<file path="config.mk">
export PLATFORM = sky130hd
export DESIGN_NAME = stuffed_checksum_frame_decoder
export DESIGN_NICKNAME = d
export VERILOG_FILES = /design/src/hw/rtl/scfd_pkg.sv /design/src/hw/rtl/scfd_core.sv /design/src/hw/rtl/stuffed_checksum_frame_decoder.sv
export VERILOG_INCLUDE_DIRS = /design/src /design/src/hw/rtl
export SDC_FILE = /design/constraint.sdc
export NUM_CORES = 1
export LEC_CHECK = 0
export BUFFER_PORTS_ARGS = -buffer_cell sky130_fd_sc_hd__buf_4
export CAP_MARGIN = 20
export CORE_MARGIN = 2
export CORE_UTILIZATION = 50
export DETAILED_ROUTE_END_ITERATION = 6
export HOLD_SLACK_MARGIN = 0.1
export PLACE_DENSITY = 0.74
export SETUP_SLACK_MARGIN = 0.05
export SLEW_MARGIN = 0
export SYNTH_ARGS = -nofsm -noshare
export SYNTH_HDL_FRONTEND = slang
export SYNTH_HIERARCHICAL = 1
export SYNTH_SLANG_ARGS = --single-unit
</file>
<file path="constraint.sdc">
create_clock -name clk -period 9.62 [get_ports clk]
set_clock_uncertainty 0.05 [all_clocks]
set_input_delay 0 -clock clk [delete_from_list [all_inputs] [get_ports clk]]
set_output_delay 0 -clock clk [all_outputs]
set_load 0.02 [all_outputs]
</file>
<file path="src/hw/rtl/stuffed_checksum_frame_decoder_defines.svh">
// ---------------------------------------------------------------------------
// Stuffed checksum frame decoder: assertion macros
// Concurrent check wrappers, compiled out for synthesis.
// ---------------------------------------------------------------------------
`ifndef STUFFED_CHECKSUM_FRAME_DECODER_DEFINES_SVH
`define STUFFED_CHECKSUM_FRAME_DECODER_DEFINES_SVH

`ifndef SYNTHESIS
`define SCFD_ASSERT(label, clk, rst_n, prop, msg) \
  label: assert property (@(posedge clk) disable iff (!rst_n) prop) else $error(msg);
`define SCFD_ASSERT_IMPL(label, clk, rst_n, ante, cons, msg) \
  label: assert property (@(posedge clk) disable iff (!rst_n) (ante) |-> (cons)) \
    else $error(msg);
`else
`define SCFD_ASSERT(label, clk, rst_n, prop, msg)
`define SCFD_ASSERT_IMPL(label, clk, rst_n, ante, cons, msg)
`endif

`endif

</file>
<file path="src/hw/rtl/scfd_pkg.sv">
// ---------------------------------------------------------------------------
// Stuffed checksum frame decoder package
// Byte codes, error codes, phases and the result record.
// ---------------------------------------------------------------------------
package scfd_pkg;

  localparam int MAX_FRAME_DEFAULT = 256;

  localparam logic [7:0] BYTE_DELIM = 8'h2E;
  localparam logic [7:0] BYTE_ESC   = 8'h2D;
  localparam logic [7:0] ESC_DELIM  = 8'hAE;
  localparam logic [7:0] ESC_ESC    = 8'hAD;
  localparam logic [7:0] SUM_GOOD   = 8'hFF;
  localparam int         HEAD_AND_CHECK = 3;

  localparam logic [7:0] MAX_LENGTH_RESET = 8'd255;

  localparam logic [1:0] PH_IDLE  = 2'd0;
  localparam logic [1:0] PH_FRAME = 2'd1;
  localparam logic [1:0] PH_ESC   = 2'd2;
  localparam logic [1:0] PH_DONE  = 2'd3;

  localparam logic [2:0] ERR_OK       = 3'd0;
  localparam logic [2:0] ERR_START    = 3'd1;
  localparam logic [2:0] ERR_STUFF    = 3'd2;
  localparam logic [2:0] ERR_STOP     = 3'd3;
  localparam logic [2:0] ERR_CHECKSUM = 3'd4;
  localparam logic [2:0] ERR_LENGTH   = 3'd5;

  localparam logic KIND_PAYLOAD = 1'b0;
  localparam logic KIND_VERDICT = 1'b1;

  localparam int OUT_FIELDS_W = 35;
  localparam int OUT_TDATA_W  = 40;

  typedef struct packed {
    logic       valid;
    logic       kind;
    logic [7:0] payload_byte;
    logic [7:0] payload_index;
    logic [2:0] error_code;
    logic [7:0] device_status;
    logic [7:0] frame_length;
  } res_t;

endpackage

</file>
<file path="src/hw/rtl/scfd_core.sv">
// ---------------------------------------------------------------------------
// Stuffed checksum frame decoder core
// Frame state registers and the per-byte destuff, sum and verdict logic.
// ---------------------------------------------------------------------------
module scfd_core #(
  parameter int MAX_FRAME = scfd_pkg::MAX_FRAME_DEFAULT
) (
  input  logic            clk,
  input  logic            rst_n,
  input  logic            take,
  input  logic [7:0]      rx_byte,
  input  logic            first,
  input  logic            last,
  input  logic [7:0]      max_length,
  output scfd_pkg::res_t  res
);

  localparam int CW = $clog2(MAX_FRAME + 1);
  localparam int WW = (CW > 8) ? CW : 8;

  logic [1:0]    phase_r,  phase_nxt;
  logic [CW-1:0] count_r,  count_nxt;
  logic [7:0]    sum_r,    sum_nxt;
  logic [7:0]    status_r, status_nxt;
  logic [7:0]    length_r, length_nxt;
  logic [7:0]    held_r,   held_nxt;

  always_comb begin
    logic [1:0]    ph;
    logic [CW-1:0] cnt;
    logic [7:0]    sum;
    logic [7:0]    sts;
    logic [7:0]    len;
    logic [7:0]    held;
    logic          dec_go;
    logic [7:0]    dec;
    logic          verdict;
    logic [2:0]    code;
    logic [7:0]    flen;
    logic [WW-1:0] cnt_w;
    logic [WW-1:0] rel_w;

    ph   = first ? scfd_pkg::PH_IDLE : phase_r;
    cnt  = first ? '0 : count_r;
    sum  = first ? '0 : sum_r;
    sts  = first ? '0 : status_r;
    len  = first ? '0 : length_r;
    held = first ? '0 : held_r;

    dec_go  = 1'b0;
    dec     = rx_byte;
    verdict = 1'b0;
    code    = scfd_pkg::ERR_OK;
    flen    = '0;
    cnt_w   = WW'(cnt);
    rel_w   = cnt_w - WW'(scfd_pkg::HEAD_AND_CHECK);

    phase_nxt  = ph;
    count_nxt  = cnt;
    sum_nxt    = sum;
    status_nxt = sts;
    length_nxt = len;
    held_nxt   = held;
    res        = '0;

    unique case (ph)
      scfd_pkg::PH_IDLE: begin
        if (rx_byte != scfd_pkg::BYTE_DELIM) begin
          verdict = 1'b1;
          code    = scfd_pkg::ERR_START;
        end else if (last) begin
          verdict = 1'b1;
          code    = scfd_pkg::ERR_STOP;
        end else begin
          phase_nxt = scfd_pkg::PH_FRAME;
        end
      end
      scfd_pkg::PH_FRAME: begin
        priority if (rx_byte == scfd_pkg::BYTE_DELIM) begin
          verdict = 1'b1;
          priority if (sum != scfd_pkg::SUM_GOOD) begin
            code = scfd_pkg::ERR_CHECKSUM;
          end else if (cnt_w > WW'(2)) begin
            if (rel_w != WW'(len)) begin
              code = scfd_pkg::ERR_LENGTH;
            end else begin
              flen = rel_w[7:0];
            end
          end else if (cnt_w == WW'(2)) begin
            flen = '0;
          end else begin
            code = scfd_pkg::ERR_LENGTH;
          end
        end else if (rx_byte == scfd_pkg::BYTE_ESC) begin
          if (last) begin
            verdict = 1'b1;
            code    = scfd_pkg::ERR_STUFF;
          end else begin
            phase_nxt = scfd_pkg::PH_ESC;
          end
        end else begin
          dec_go = 1'b1;
        end
      end
      scfd_pkg::PH_ESC: begin
        priority if (rx_byte == scfd_pkg::ESC_DELIM) begin
          dec_go = 1'b1;
          dec    = scfd_pkg::BYTE_DELIM;
        end else if (rx_byte == scfd_pkg::ESC_ESC) begin
          dec_go = 1'b1;
          dec    = scfd_pkg::BYTE_ESC;
        end else begin
          verdict = 1'b1;
          code    = scfd_pkg::ERR_STUFF;
        end
      end
      default: begin
      end
    endcase

    if (dec_go) begin
      priority if (last) begin
        verdict = 1'b1;
        code    = scfd_pkg::ERR_STOP;
      end else if (cnt_w >= WW'(MAX_FRAME)) begin
        verdict = 1'b1;
        code    = scfd_pkg::ERR_LENGTH;
      end else begin
        sum_nxt = sum + dec;
        if (cnt_w == WW'(0)) begin
          status_nxt = dec;
        end
        if (cnt_w == WW'(1)) begin
          length_nxt = dec;
        end
        if (cnt_w >= WW'(scfd_pkg::HEAD_AND_CHECK) && rel_w < WW'(max_length)) begin
          res.valid         = 1'b1;
          res.kind          = scfd_pkg::KIND_PAYLOAD;
          res.payload_byte  = held;
          res.payload_index = rel_w[7:0];
        end
        held_nxt  = dec;
        count_nxt = cnt + CW'(1);
        phase_nxt = scfd_pkg::PH_FRAME;
      end
    end

    if (verdict) begin
      phase_nxt         = scfd_pkg::PH_DONE;
      res.valid         = 1'b1;
      res.kind          = scfd_pkg::KIND_VERDICT;
      res.error_code    = code;
      res.device_status = sts;
      res.frame_length  = (code == scfd_pkg::ERR_OK) ? flen : 8'd0;
    end
  end

  always_ff @(posedge clk) begin
    if (!rst_n) begin
      phase_r  <= scfd_pkg::PH_IDLE;
      count_r  <= '0;
      sum_r    <= '0;
      status_r <= '0;
      length_r <= '0;
      held_r   <= '0;
    end else if (take) begin
      phase_r  <= phase_nxt;
      count_r  <= count_nxt;
      sum_r    <= sum_nxt;
      status_r <= status_nxt;
      length_r <= length_nxt;
      held_r   <= held_nxt;
    end
  end

endmodule

</file>
<file path="src/hw/rtl/stuffed_checksum_frame_decoder.sv">
// ---------------------------------------------------------------------------
// Stuffed checksum frame decoder
// Checks start byte, undoes byte stuffing, sums the frame and emits payload
// bytes by index followed by one verdict per frame.
// ---------------------------------------------------------------------------
// A result is registered and appears on out_ in the cycle after its byte is taken.
// Throughput: one byte per cycle while in_tready is high; the frame state is registered on each taken byte.
// in_tready stays high while the output register is empty or draining.
// Reset (rst_n low, synchronous) clears frame state and output valid and
// sets max_length to 255.
`include "stuffed_checksum_frame_decoder_defines.svh"

module stuffed_checksum_frame_decoder #(
  parameter int MAX_FRAME = scfd_pkg::MAX_FRAME_DEFAULT
) (
  input  logic        clk,
  input  logic        rst_n,
  input  logic        cfg_wr_en,
  input  logic [7:0]  cfg_wr_data,   // max_length
  input  logic        in_tvalid,
  output logic        in_tready,
  input  logic [7:0]  in_tdata,      // rx_byte
  input  logic        in_tuser,      // first
  input  logic        in_tlast,      // last
  output logic        out_tvalid,
  input  logic        out_tready,
  // payload_byte[7:0], payload_index[15:8], error_code[18:16],
  // device_status[26:19], frame_length[34:27], zero pad[39:35]
  output logic [scfd_pkg::OUT_TDATA_W-1:0] out_tdata,
  output logic        out_tuser      // result_kind
);

  logic           take;
  logic [7:0]     max_length_r;
  scfd_pkg::res_t res;
  scfd_pkg::res_t out_r;
  logic           out_valid_r, out_valid_nxt;

  assign in_tready = !out_valid_r || out_tready;
  assign take      = in_tvalid && in_tready;

  scfd_core #(
    .MAX_FRAME (MAX_FRAME)
  ) u_core (
    .clk        (clk),
    .rst_n      (rst_n),
    .take       (take),
    .rx_byte    (in_tdata),
    .first      (in_tuser),
    .last       (in_tlast),
    .max_length (max_length_r),
    .res        (res)
  );

  always_ff @(posedge clk) begin
    if (!rst_n) begin
      max_length_r <= scfd_pkg::MAX_LENGTH_RESET;
    end else if (cfg_wr_en) begin
      max_length_r <= cfg_wr_data;
    end
  end

  always_comb begin
    out_valid_nxt = out_valid_r;
    priority if (take) begin
      out_valid_nxt = res.valid;
    end else if (out_tready) begin
      out_valid_nxt = 1'b0;
    end
  end

  always_ff @(posedge clk) begin
    if (!rst_n) begin
      out_valid_r <= 1'b0;
    end else begin
      out_valid_r <= out_valid_nxt;
    end
  end

  always_ff @(posedge clk) begin
    if (take && res.valid) begin
      out_r <= res;
    end
  end

  assign out_tvalid = out_valid_r;
  assign out_tuser  = out_r.kind;
  assign out_tdata  = {
    (scfd_pkg::OUT_TDATA_W - scfd_pkg::OUT_FIELDS_W)'(0),
    out_r.frame_length,
    out_r.device_status,
    out_r.error_code,
    out_r.payload_index,
    out_r.payload_byte
  };

  `SCFD_ASSERT(a_result_shown, clk, rst_n, take && res.valid |=> out_tvalid,
               "result lost")
  `SCFD_ASSERT_IMPL(a_payload_clean, clk, rst_n, out_tvalid && !out_tuser,
                    out_tdata[34:16] == 19'd0, "payload result carries verdict fields")
  `SCFD_ASSERT_IMPL(a_code_range, clk, rst_n, out_tvalid && out_tuser,
                    out_tdata[18:16] <= scfd_pkg::ERR_LENGTH, "bad error code")
  `SCFD_ASSERT_IMPL(a_len_on_error, clk, rst_n,
                    out_tvalid && out_tuser && out_tdata[18:16] != scfd_pkg::ERR_OK,
                    out_tdata[34:27] == 8'd0, "frame length on failed frame")

endmodule

</file>
# Yosys cells after proc, flatten, opt, wreduce, memory -nomap -nowiden
# Index checks and enable logic that the tools add are counted.
[totals]
output_inout_bits = 43
wordCells = 123
ff_bits = 88
in_bits = 23
[classes]
n_addsub = 3
eq_ne = 11
reduce_logical = 11
magnitude_cmp = 4
n_bitwise = 7
n_mux = 73
[op_table]
columns = ["operator", "count"]
rows = [
  ["$mux 8", 21],
  ["$mux 18", 4],
  ["$mux 9", 4],
  ["$mux 3", 11],
  ["$mux 2", 14],
  ["$eq 8x6->1 const B", 2],
  ["$eq 8x8->1 const B", 2],
  ["$mux 1", 15],
  ["$add 9x1->9 const B", 1],
  ["$eq 9x1->1 const B", 1],
  ["$eq 9x2->1 const B", 1],
  ["$ge 9x2->1 const B", 1],
  ["$ge 9x9->1 const B", 1],
  ["$gt 9x2->1 const B", 1],
  ["$logic_not 9->1", 1],
  ["$lt 9x8->1", 1],
  ["$ne 9x8->1", 1],
  ["$pmux 3 s3", 1],
  ["$sub 9x2->9 const B", 1],
  ["$add 8x8->8", 1],
  ["$ne 8x6->1 const B", 1],
  ["$ne 8x8->1 const B", 1],
  ["$not 1->1", 7],
  ["$reduce_or 7->1", 1],
  ["other kinds (12)", 14],
]

# Longest topological paths before layout
# Gate-level depths: netlist (run 1).
[depth]
word_depth = 14
ltp_mapped = 20
ltp_nobuf = 14

# Hierarchy
# Netlist (run 1), hierarchy kept.
[by_module_without_submodules]
columns = ["module", "seq_area_each_um2", "cells_each", "instances", "area_each_um2"]
rows = [
  ["scfd_core", 860.8, 446, 1, 3427.0],
  ["stuffed_checksum_frame_decoder", 1261.2, 74, 1, 1468.9],
]

# Least setup slack after synthesis (run 1)
# OpenSTA, ideal clock, no wires.
[synth_timing]
path_type = "input to register"
from = "input in_tuser"
to = "register out_r, in the netlist out_tdata[0], enable pin"
setup_slack_ps = 3934
path_buffers = 7
required_time_ps = 9137
t_arrival_ps = 5203
cell_stages = 20
setup_ps = 433
path_cell_list = "clkbuf_1 -> clkbuf_1 -> buf_1 -> clkbuf_1 -> nor2_1 -> ha_1 -> clkbuf_1 -> or3_1 -> a21oi_1 -> inv_1 -> ha_1 -> a21o_1 -> a21oi_1 -> o2111ai_1 -> a41o_1 -> buf_6 -> buf_6 -> nand2_1 -> nand2_1 -> nor2b_1"
[synth_rtl]
columns = ["element", "line_no", "text"]
rows = [
  ["start, declared", "stuffed_checksum_frame_decoder.sv:23", "input logic in_tuser,"],
  ["end signal, assigned", "stuffed_checksum_frame_decoder.sv:82", "out_r <= res;"],
  ["end, declared", "stuffed_checksum_frame_decoder.sv:36", "scfd_pkg::res_t out_r;"],
]

==> qor.txt, run 1 <==
min Tclk post-route: 4.55 ns
DRC viols: 0
synthesized flop and latch total: 88
commonest cells after routing, fill and taps aside: 63 x buf_4, 52 x dfxtp_1, 46 x nand2_1
NumNets Final: 642
total negative setup slack: 0 ns
met3 Use GR: 2.71%
CP max FO: 26
switching part of the total: 26.1%
CP top delay family: simple AND/OR/NAND/NOR gates
Crit Path Class: flip-flop to flip-flop
Via-to-Cell Ratio: 5.69
unrepaired setup endpoints after global routing: false
Max Cap Viol: 0
Starting Density: 50.8%
VDD IR-drop max: 57.9 µV
final period utilization: 47.3%
synth unique cells: 72
Worst Setup End Kind: flip-flop
ys flop type: dfxtp_1
die width: 103 µm
Syn-to-layout area delta: 21.0%
antenna cells: 0
critical path required time: 9.60 ns
FP Rows: 36
Gate power share: 14.6%
I/O Pins: 66
Relative slew margins: 24.9%
fraction of layout cells with a size suffix above 1: 16.6%
crit path capture: out_tdata[6]$_DFFE_PP_
pins over their slew limit: 0
sequential fraction of the synthesis area: 43.3%
clock sink count: 88
Cell Count, Final, Fillers Out: 734
H-tree lvl count: 3
DP HPWL: 8350 µm
Die ar.: 0.0106 mm²
PortBufs: 60
Peak Freq: 0.220 GHz
RePlAce Congestion: 0.903
wire length per cell: 16.5 µm
Total Power: 785 µW
vias post-DR: 4174
Skew-Pair Late Insertion Delay: 0.36 ns
status: finished, final reports clean
fin area: 0.00592 mm²
DP Area: 0.00536 mm²
first-pass GRT wire length: 19100 µm
vias in the first global route: 3836
sequential power share: 52.1%
R2R cell count: 15
Int Pwr: 580 µW
Critical Path AT: 4.53 ns
final hold violations: 0
Bufs on Longest Clock Path: 2
slowest stage delay, CP: 0.47 ns
simple-gate portion of the synthesized area: 21.1%
met1 usage: 32.0%
CORE AREA: 0.00964 mm²
PwrDens: 133 mW/mm²
GR Util All Layers: 23.4%
CTS buffer count: 9
setup slack, reg-to-reg: 5.07 ns
Min-Delay Startpoint: in_tuser
gr busiest metal: met2
Worst path depth: 15
share of power burned in the clock network: 33.3%
Gates resized, CTS repair: 0
initial antenna violation count: 0
Chip Height: 103 µm
number of synthesis warnings: 6
Reg clk slew, reported paths: 0.09 ns
largest net degree at the start of global routing: 44
Mapped Area: 0.00490 mm²
Final ANT Viol Nets: 0
Crit-path slowest cell: a41o_1
Root Driver: clkbuf_8
Reg-to-Reg Start: u_core/count_r[0]$_SDFFE_PN0P_
initial drt markers: 256
Leak Pwr: 2.31 nW
adder-cell share of the synthesized area: 6.03%
first-pass iteration count of the detailed router: 5
Critical Path, Cell by Cell: nand2b_1, inv_1, ha_1, or3_1, a21oi_1, inv_1, ha_1, a21o_1, a21oi_1, o2111ai_1, a41o_1, nand2_1, nand2_1, nor2b_2, buf_4
setup bufs post-CTS: 0
Worst setup SP type: flip-flop
Compound-Gate Fraction of Synth Area: 17.6%
Reg-to-Reg End: out_tdata[6]$_DFFE_PP_
total grt overflow: 0
mux contribution to synthesized area: 2.10%
CTS tree: done
crit path buf inv count: 3
met2 usage: 37.6%
pin slew with the least headroom to its limit: 1.11 ns
synthesized instance count: 520
most common cell after layout, fill and taps aside: buf_4
Worst Setup SP: u_core/count_r[0]$_SDFFE_PN0P_
Tightest Hold Check Type: input port to flip-flop
final setup fails: 0
sw power: 205 µW
DP Cell Count: 682
number of synthesized flops with an enable pin: 36
Post-Route WL: 12100 µm
Post-Syn Area per Cell: 9.42 µm²
ys async rst share: 0%
Synth Area in XOR/XNOR: 3.55%
largest family of logic cells by synthesized area: simple AND/OR/NAND/NOR gates
-- cell families after synthesis --
logic type                 after synthesis
adders and majority gates               23
muxes                                   10
xor gates and xnor gates                19
buffers and inverters                   67
DFF                                     88
other                                    1
and+or+nand+nor                        195
AOI/OAI and AO/OA                      117
-- worst min path at each step --
stage / cells after the start / end / slack (ns)
floorplan: 1 / u_core/status_r[0]$_SDFFE_PN0P_ / 0.08
global placement: 3 / max_length_r[7]$_SDFFE_PN1P_ / 0.16
detailed placement: 3 / max_length_r[6]$_SDFFE_PN1P_ / 0.17
CTS: 2 / out_tdata[7]$_DFFE_PP_ / 0.16
global route: 2 / out_tdata[7]$_DFFE_PP_ / 0.22
finish: 2 / out_tdata[7]$_DFFE_PP_ / 0.19
-- repair_timing --
action                                  4_1_cts  5_1_grt
hold buffers                                 36        0
endpoints found under the setup margin        0        0
hold endpoints to repair                     45        0
-- layer usage --
metal / share of wire [%] / wire (µm) / vias up
li1: - / - / 2000
met1: 46 / 5530 / 2004
met2: 48 / 5790 / 151
met3: 5.1 / 614 / 19
met4: 1.7 / 204 / 0
met5: 0 / 0 / -
-- power by group through the flow --
stage	combinational [mW]	clock, mW	sequential (mW)
after global routing	0.124	0.283	0.411
after floorplan	0.0507	0	0.431
after CTS	0.114	0.266	0.409
after detailed placement	0.100	0	0.418
after global placement	0.0982	0	0.418
final	0.115	0.261	0.409
-- area by class of cell --
type | instances | area (µm²)
clock inverters | 5 | 63.8
flip-flops and latches | 88 | 2120
fillers | 823 | 3720
well taps | 133 | 166
inverters | 29 | 109
repair buffers | 99 | 833
clock buffers | 11 | 141
multi-input cells | 369 | 2490
-- Yosys cell counts (all sizes together) (3+ instances only) --
cell type	count	area [µm²]
a2111oi	3	63.8
a211oi	3	27.5
a21o	4	30.0
a21oi	40	200
a22o	9	78.8
a22oi	5	37.5
a31oi	7	43.8
a41o	3	31.3
and2	9	56.3
and3	4	25.0
buf	16	113
clkbuf	22	82.6
dfxtp	52	1040
edfxtp	36	1080
ha	22	275
inv	29	109
mux2i	8	80.1
nand2	46	173
nand2b	6	45.0
nand3	21	105
nand4	6	37.5
nor2	42	160
nor2b	18	113
nor3	15	85.1
nor3b	11	87.6
nor4b	3	32.5
o211ai	3	22.5
o21a	6	45.0
o21ai	11	55.1
or3	4	30.0
xnor2	15	131
xor2	4	42.6
-- flip-flops by register name, indices dropped and copies added (netlist names) --
signal,cells
out_tuser,1
u_core/status_r,8
u_core/sum_r,8
out_tdata,35
u_core/length_r,8
u_core/count_r,9
out_tvalid,1
u_core/phase_r,2
u_core/held_r,8
max_length_r,8
-- metrics by stage --
step	utilization, %	setup slack, ns	hold slack (ns)
after detailed placement	55.6	5.11	0.169
after floorplan	-	3.93	0.0757
after global placement	55.6	5.32	0.163
after global routing	61.4	4.80	0.221
after CTS	61.4	5.14	0.164
final	61.4	5.07	0.186
Power figures use the tool's default switching activity.
==> run 2: changes to the inputs <==
- PLACE_DENSITY: 0.74 -> 0.77
- clock period: 9.62 -> 4.1 ns (I/O delays scaled with it)
==> run 2 against run 1 <==
  * Power rose by 130%
  * Routed wire length rose by 1.9%
  * Sequential share of layout area fell by 0.16 points
  * Global-route usage rose by 0.91 points
  * Critical path depth did not move
  * Die area did not move
  * Cell area rose by 0.44%
  * Worst setup slack got worse by 4.7 ns
  * Combinational power rose by 140%
  * Largest cell class unchanged
==> qor.txt, run 2 (synthesized netlist as in run 1, its figures left out) <==
status: finished, final reports clean
vias post-DR: 4228
PortBufs: 60
Leak Pwr: 2.33 nW
DP HPWL: 8600 µm
Chip Height: 103 µm
RePlAce Congestion: 1.01
critical path required time: 4.34 ns
pins over their slew limit: 0
DRC viols: 0
Final ANT Viol Nets: 0
Tightest Hold Check Type: input port to flip-flop
wire length per cell: 16.8 µm
commonest cells after routing, fill and taps aside: 66 x buf_4, 52 x dfxtp_1, 46 x nand2_1
PwrDens: 308 mW/mm²
Syn-to-layout area delta: 21.5%
NumNets Final: 645
VDD IR-drop max: 153 µV
most common cell after layout, fill and taps aside: buf_4
final core occ: 61.7%
register name with the most flops: out_tdata
Worst setup SP type: flip-flop
Reg-to-Reg Start: u_core/count_r[0]$_SDFFE_PN0P_
I/O Pins: 66
FP Rows: 36
Regs by FF count: out_tdata (35), u_core/count_r (9)
CTS tree: done
final period utilization: 90.1%
fraction of layout cells with a size suffix above 1: 17.2%
die width: 103 µm
R2R cell count: 15
total grt overflow: 0
# fillers: 809
Via-to-Cell Ratio: 5.74
met1 usage: 32.4%
vias in the first global route: 4165
Critical Path AT: 3.93 ns
Starting Density: 50.8%
setup slack, reg-to-reg: 0.41 ns
clock sink count: 88
initial antenna violation count: 0
GR Util All Layers: 24.3%
Reg-to-Reg End: out_tvalid$_SDFFE_PN0P_
total negative setup slack: 0 ns
hold depth: 3
first-pass GRT wire length: 20100 µm
Min-Delay Startpoint: in_tvalid
Peak Freq: 0.271 GHz
H-tree lvl count: 3
Skew-Pair Late Insertion Delay: 0.35 ns
Post-Route WL: 12400 µm
met2 usage: 41.2%
final worst slack: 0.407 ns
first-pass iteration count of the detailed router: 6
CP max FO: 15
antenna cells: 0
min Tclk post-route: 3.69 ns
unrepaired setup endpoints after global routing: false
Largest register FFs: 35
Root Driver: clkbuf_8
Relative slew margins: 23.0%
largest net degree at the start of global routing: 33
pre-CTS WS: 0.416 ns
Worst Setup End Kind: flip-flop
Hold EP: u_core/phase_r[0]$_SDFFE_PN0P_
CTS buffer count: 9
pin slew with the least headroom to its limit: 1.14 ns
Die ar.: 0.0106 mm²
final hold violations: 0
CORE AREA: 0.00964 mm²
Max Cap Viol: 0
met3 Use GR: 3.66%
Bufs on Longest Clock Path: 2
final setup fails: 0
Reg clk slew, reported paths: 0.08 ns
gr busiest metal: met2
Crit Path Class: flip-flop to flip-flop
initial drt markers: 395
Worst Setup SP: u_core/count_r[0]$_SDFFE_PN0P_
run 2: through the flow:
stage                     hold slack, ns  power, mW  instance area, µm²  instances
after CTS                          0.139       1.84                5950        737
after global routing               0.174       1.91                5950        737
after global placement             0.162       1.21                5390        685
after floorplan                   0.0757       1.13                4950        524
final                              0.148       1.83                5950        737
after detailed placement           0.173       1.22                5390        685
run 2: timing repair:
item                                   4_1_cts  5_1_grt
buffers inserted                             0        0
gates resized for setup                      0        1
endpoints found under the hold margin       38        0
setup endpoints to repair                    0       26
hold buffers                                36        0
run 2: cell type report:
cell class | count | area (µm²) | share of cell area, %
clock buffer | 12 | 145 | 2.44
clock inverter | 4 | 52.6 | 0.883
inverter | 29 | 109 | 1.83
multi-input combinational | 369 | 2500 | 42.0
sequential | 88 | 2120 | 35.7
tap | 133 | 166 | 2.80
timing repair buffer | 102 | 856 | 14.4
run 2: routing by layer:
layer	share of wire, %	wire length [µm]
met5	0	0
met3	6.4	796
met4	1.3	166
met1	43	5340
met2	49	6060
run 2: how the worst max path moves through the flow:
stage,endpoint
2_1_floorplan,out_tdata[0]$_DFFE_PP_
3_3_place_gp,out_tdata[1]$_DFFE_PP_
3_5_place_dp,out_tdata[6]$_DFFE_PP_
4_1_cts,out_tuser$_DFFE_PP_
5_1_grt,out_tuser$_DFFE_PP_
6_report,out_tvalid$_SDFFE_PN0P_
run 2: critical path, cell delays in order (launching register included):
cell and delay, ns:
dfxtp_1 0.48, nand2b_1 0.14, inv_1 0.19, ha_2 0.38, nand2_1 0.13, o311ai_0 0.14, o21a_1 0.25, inv_1 0.07
ha_1 0.29, a21oi_1 0.17, o21ai_0 0.17, a41o_1 0.29, nand2_1 0.06, nand2_1 0.09, a21boi_0 0.17, dlygate4sd3_1 0.56
run 2: power by group:
part / internal [mW] / total, mW / switching (mW)
Clock: 0.301 / 0.595 / 0.294
Combinational: 0.116 / 0.276 / 0.160
Sequential: 0.946 / 0.960 / 0.0143
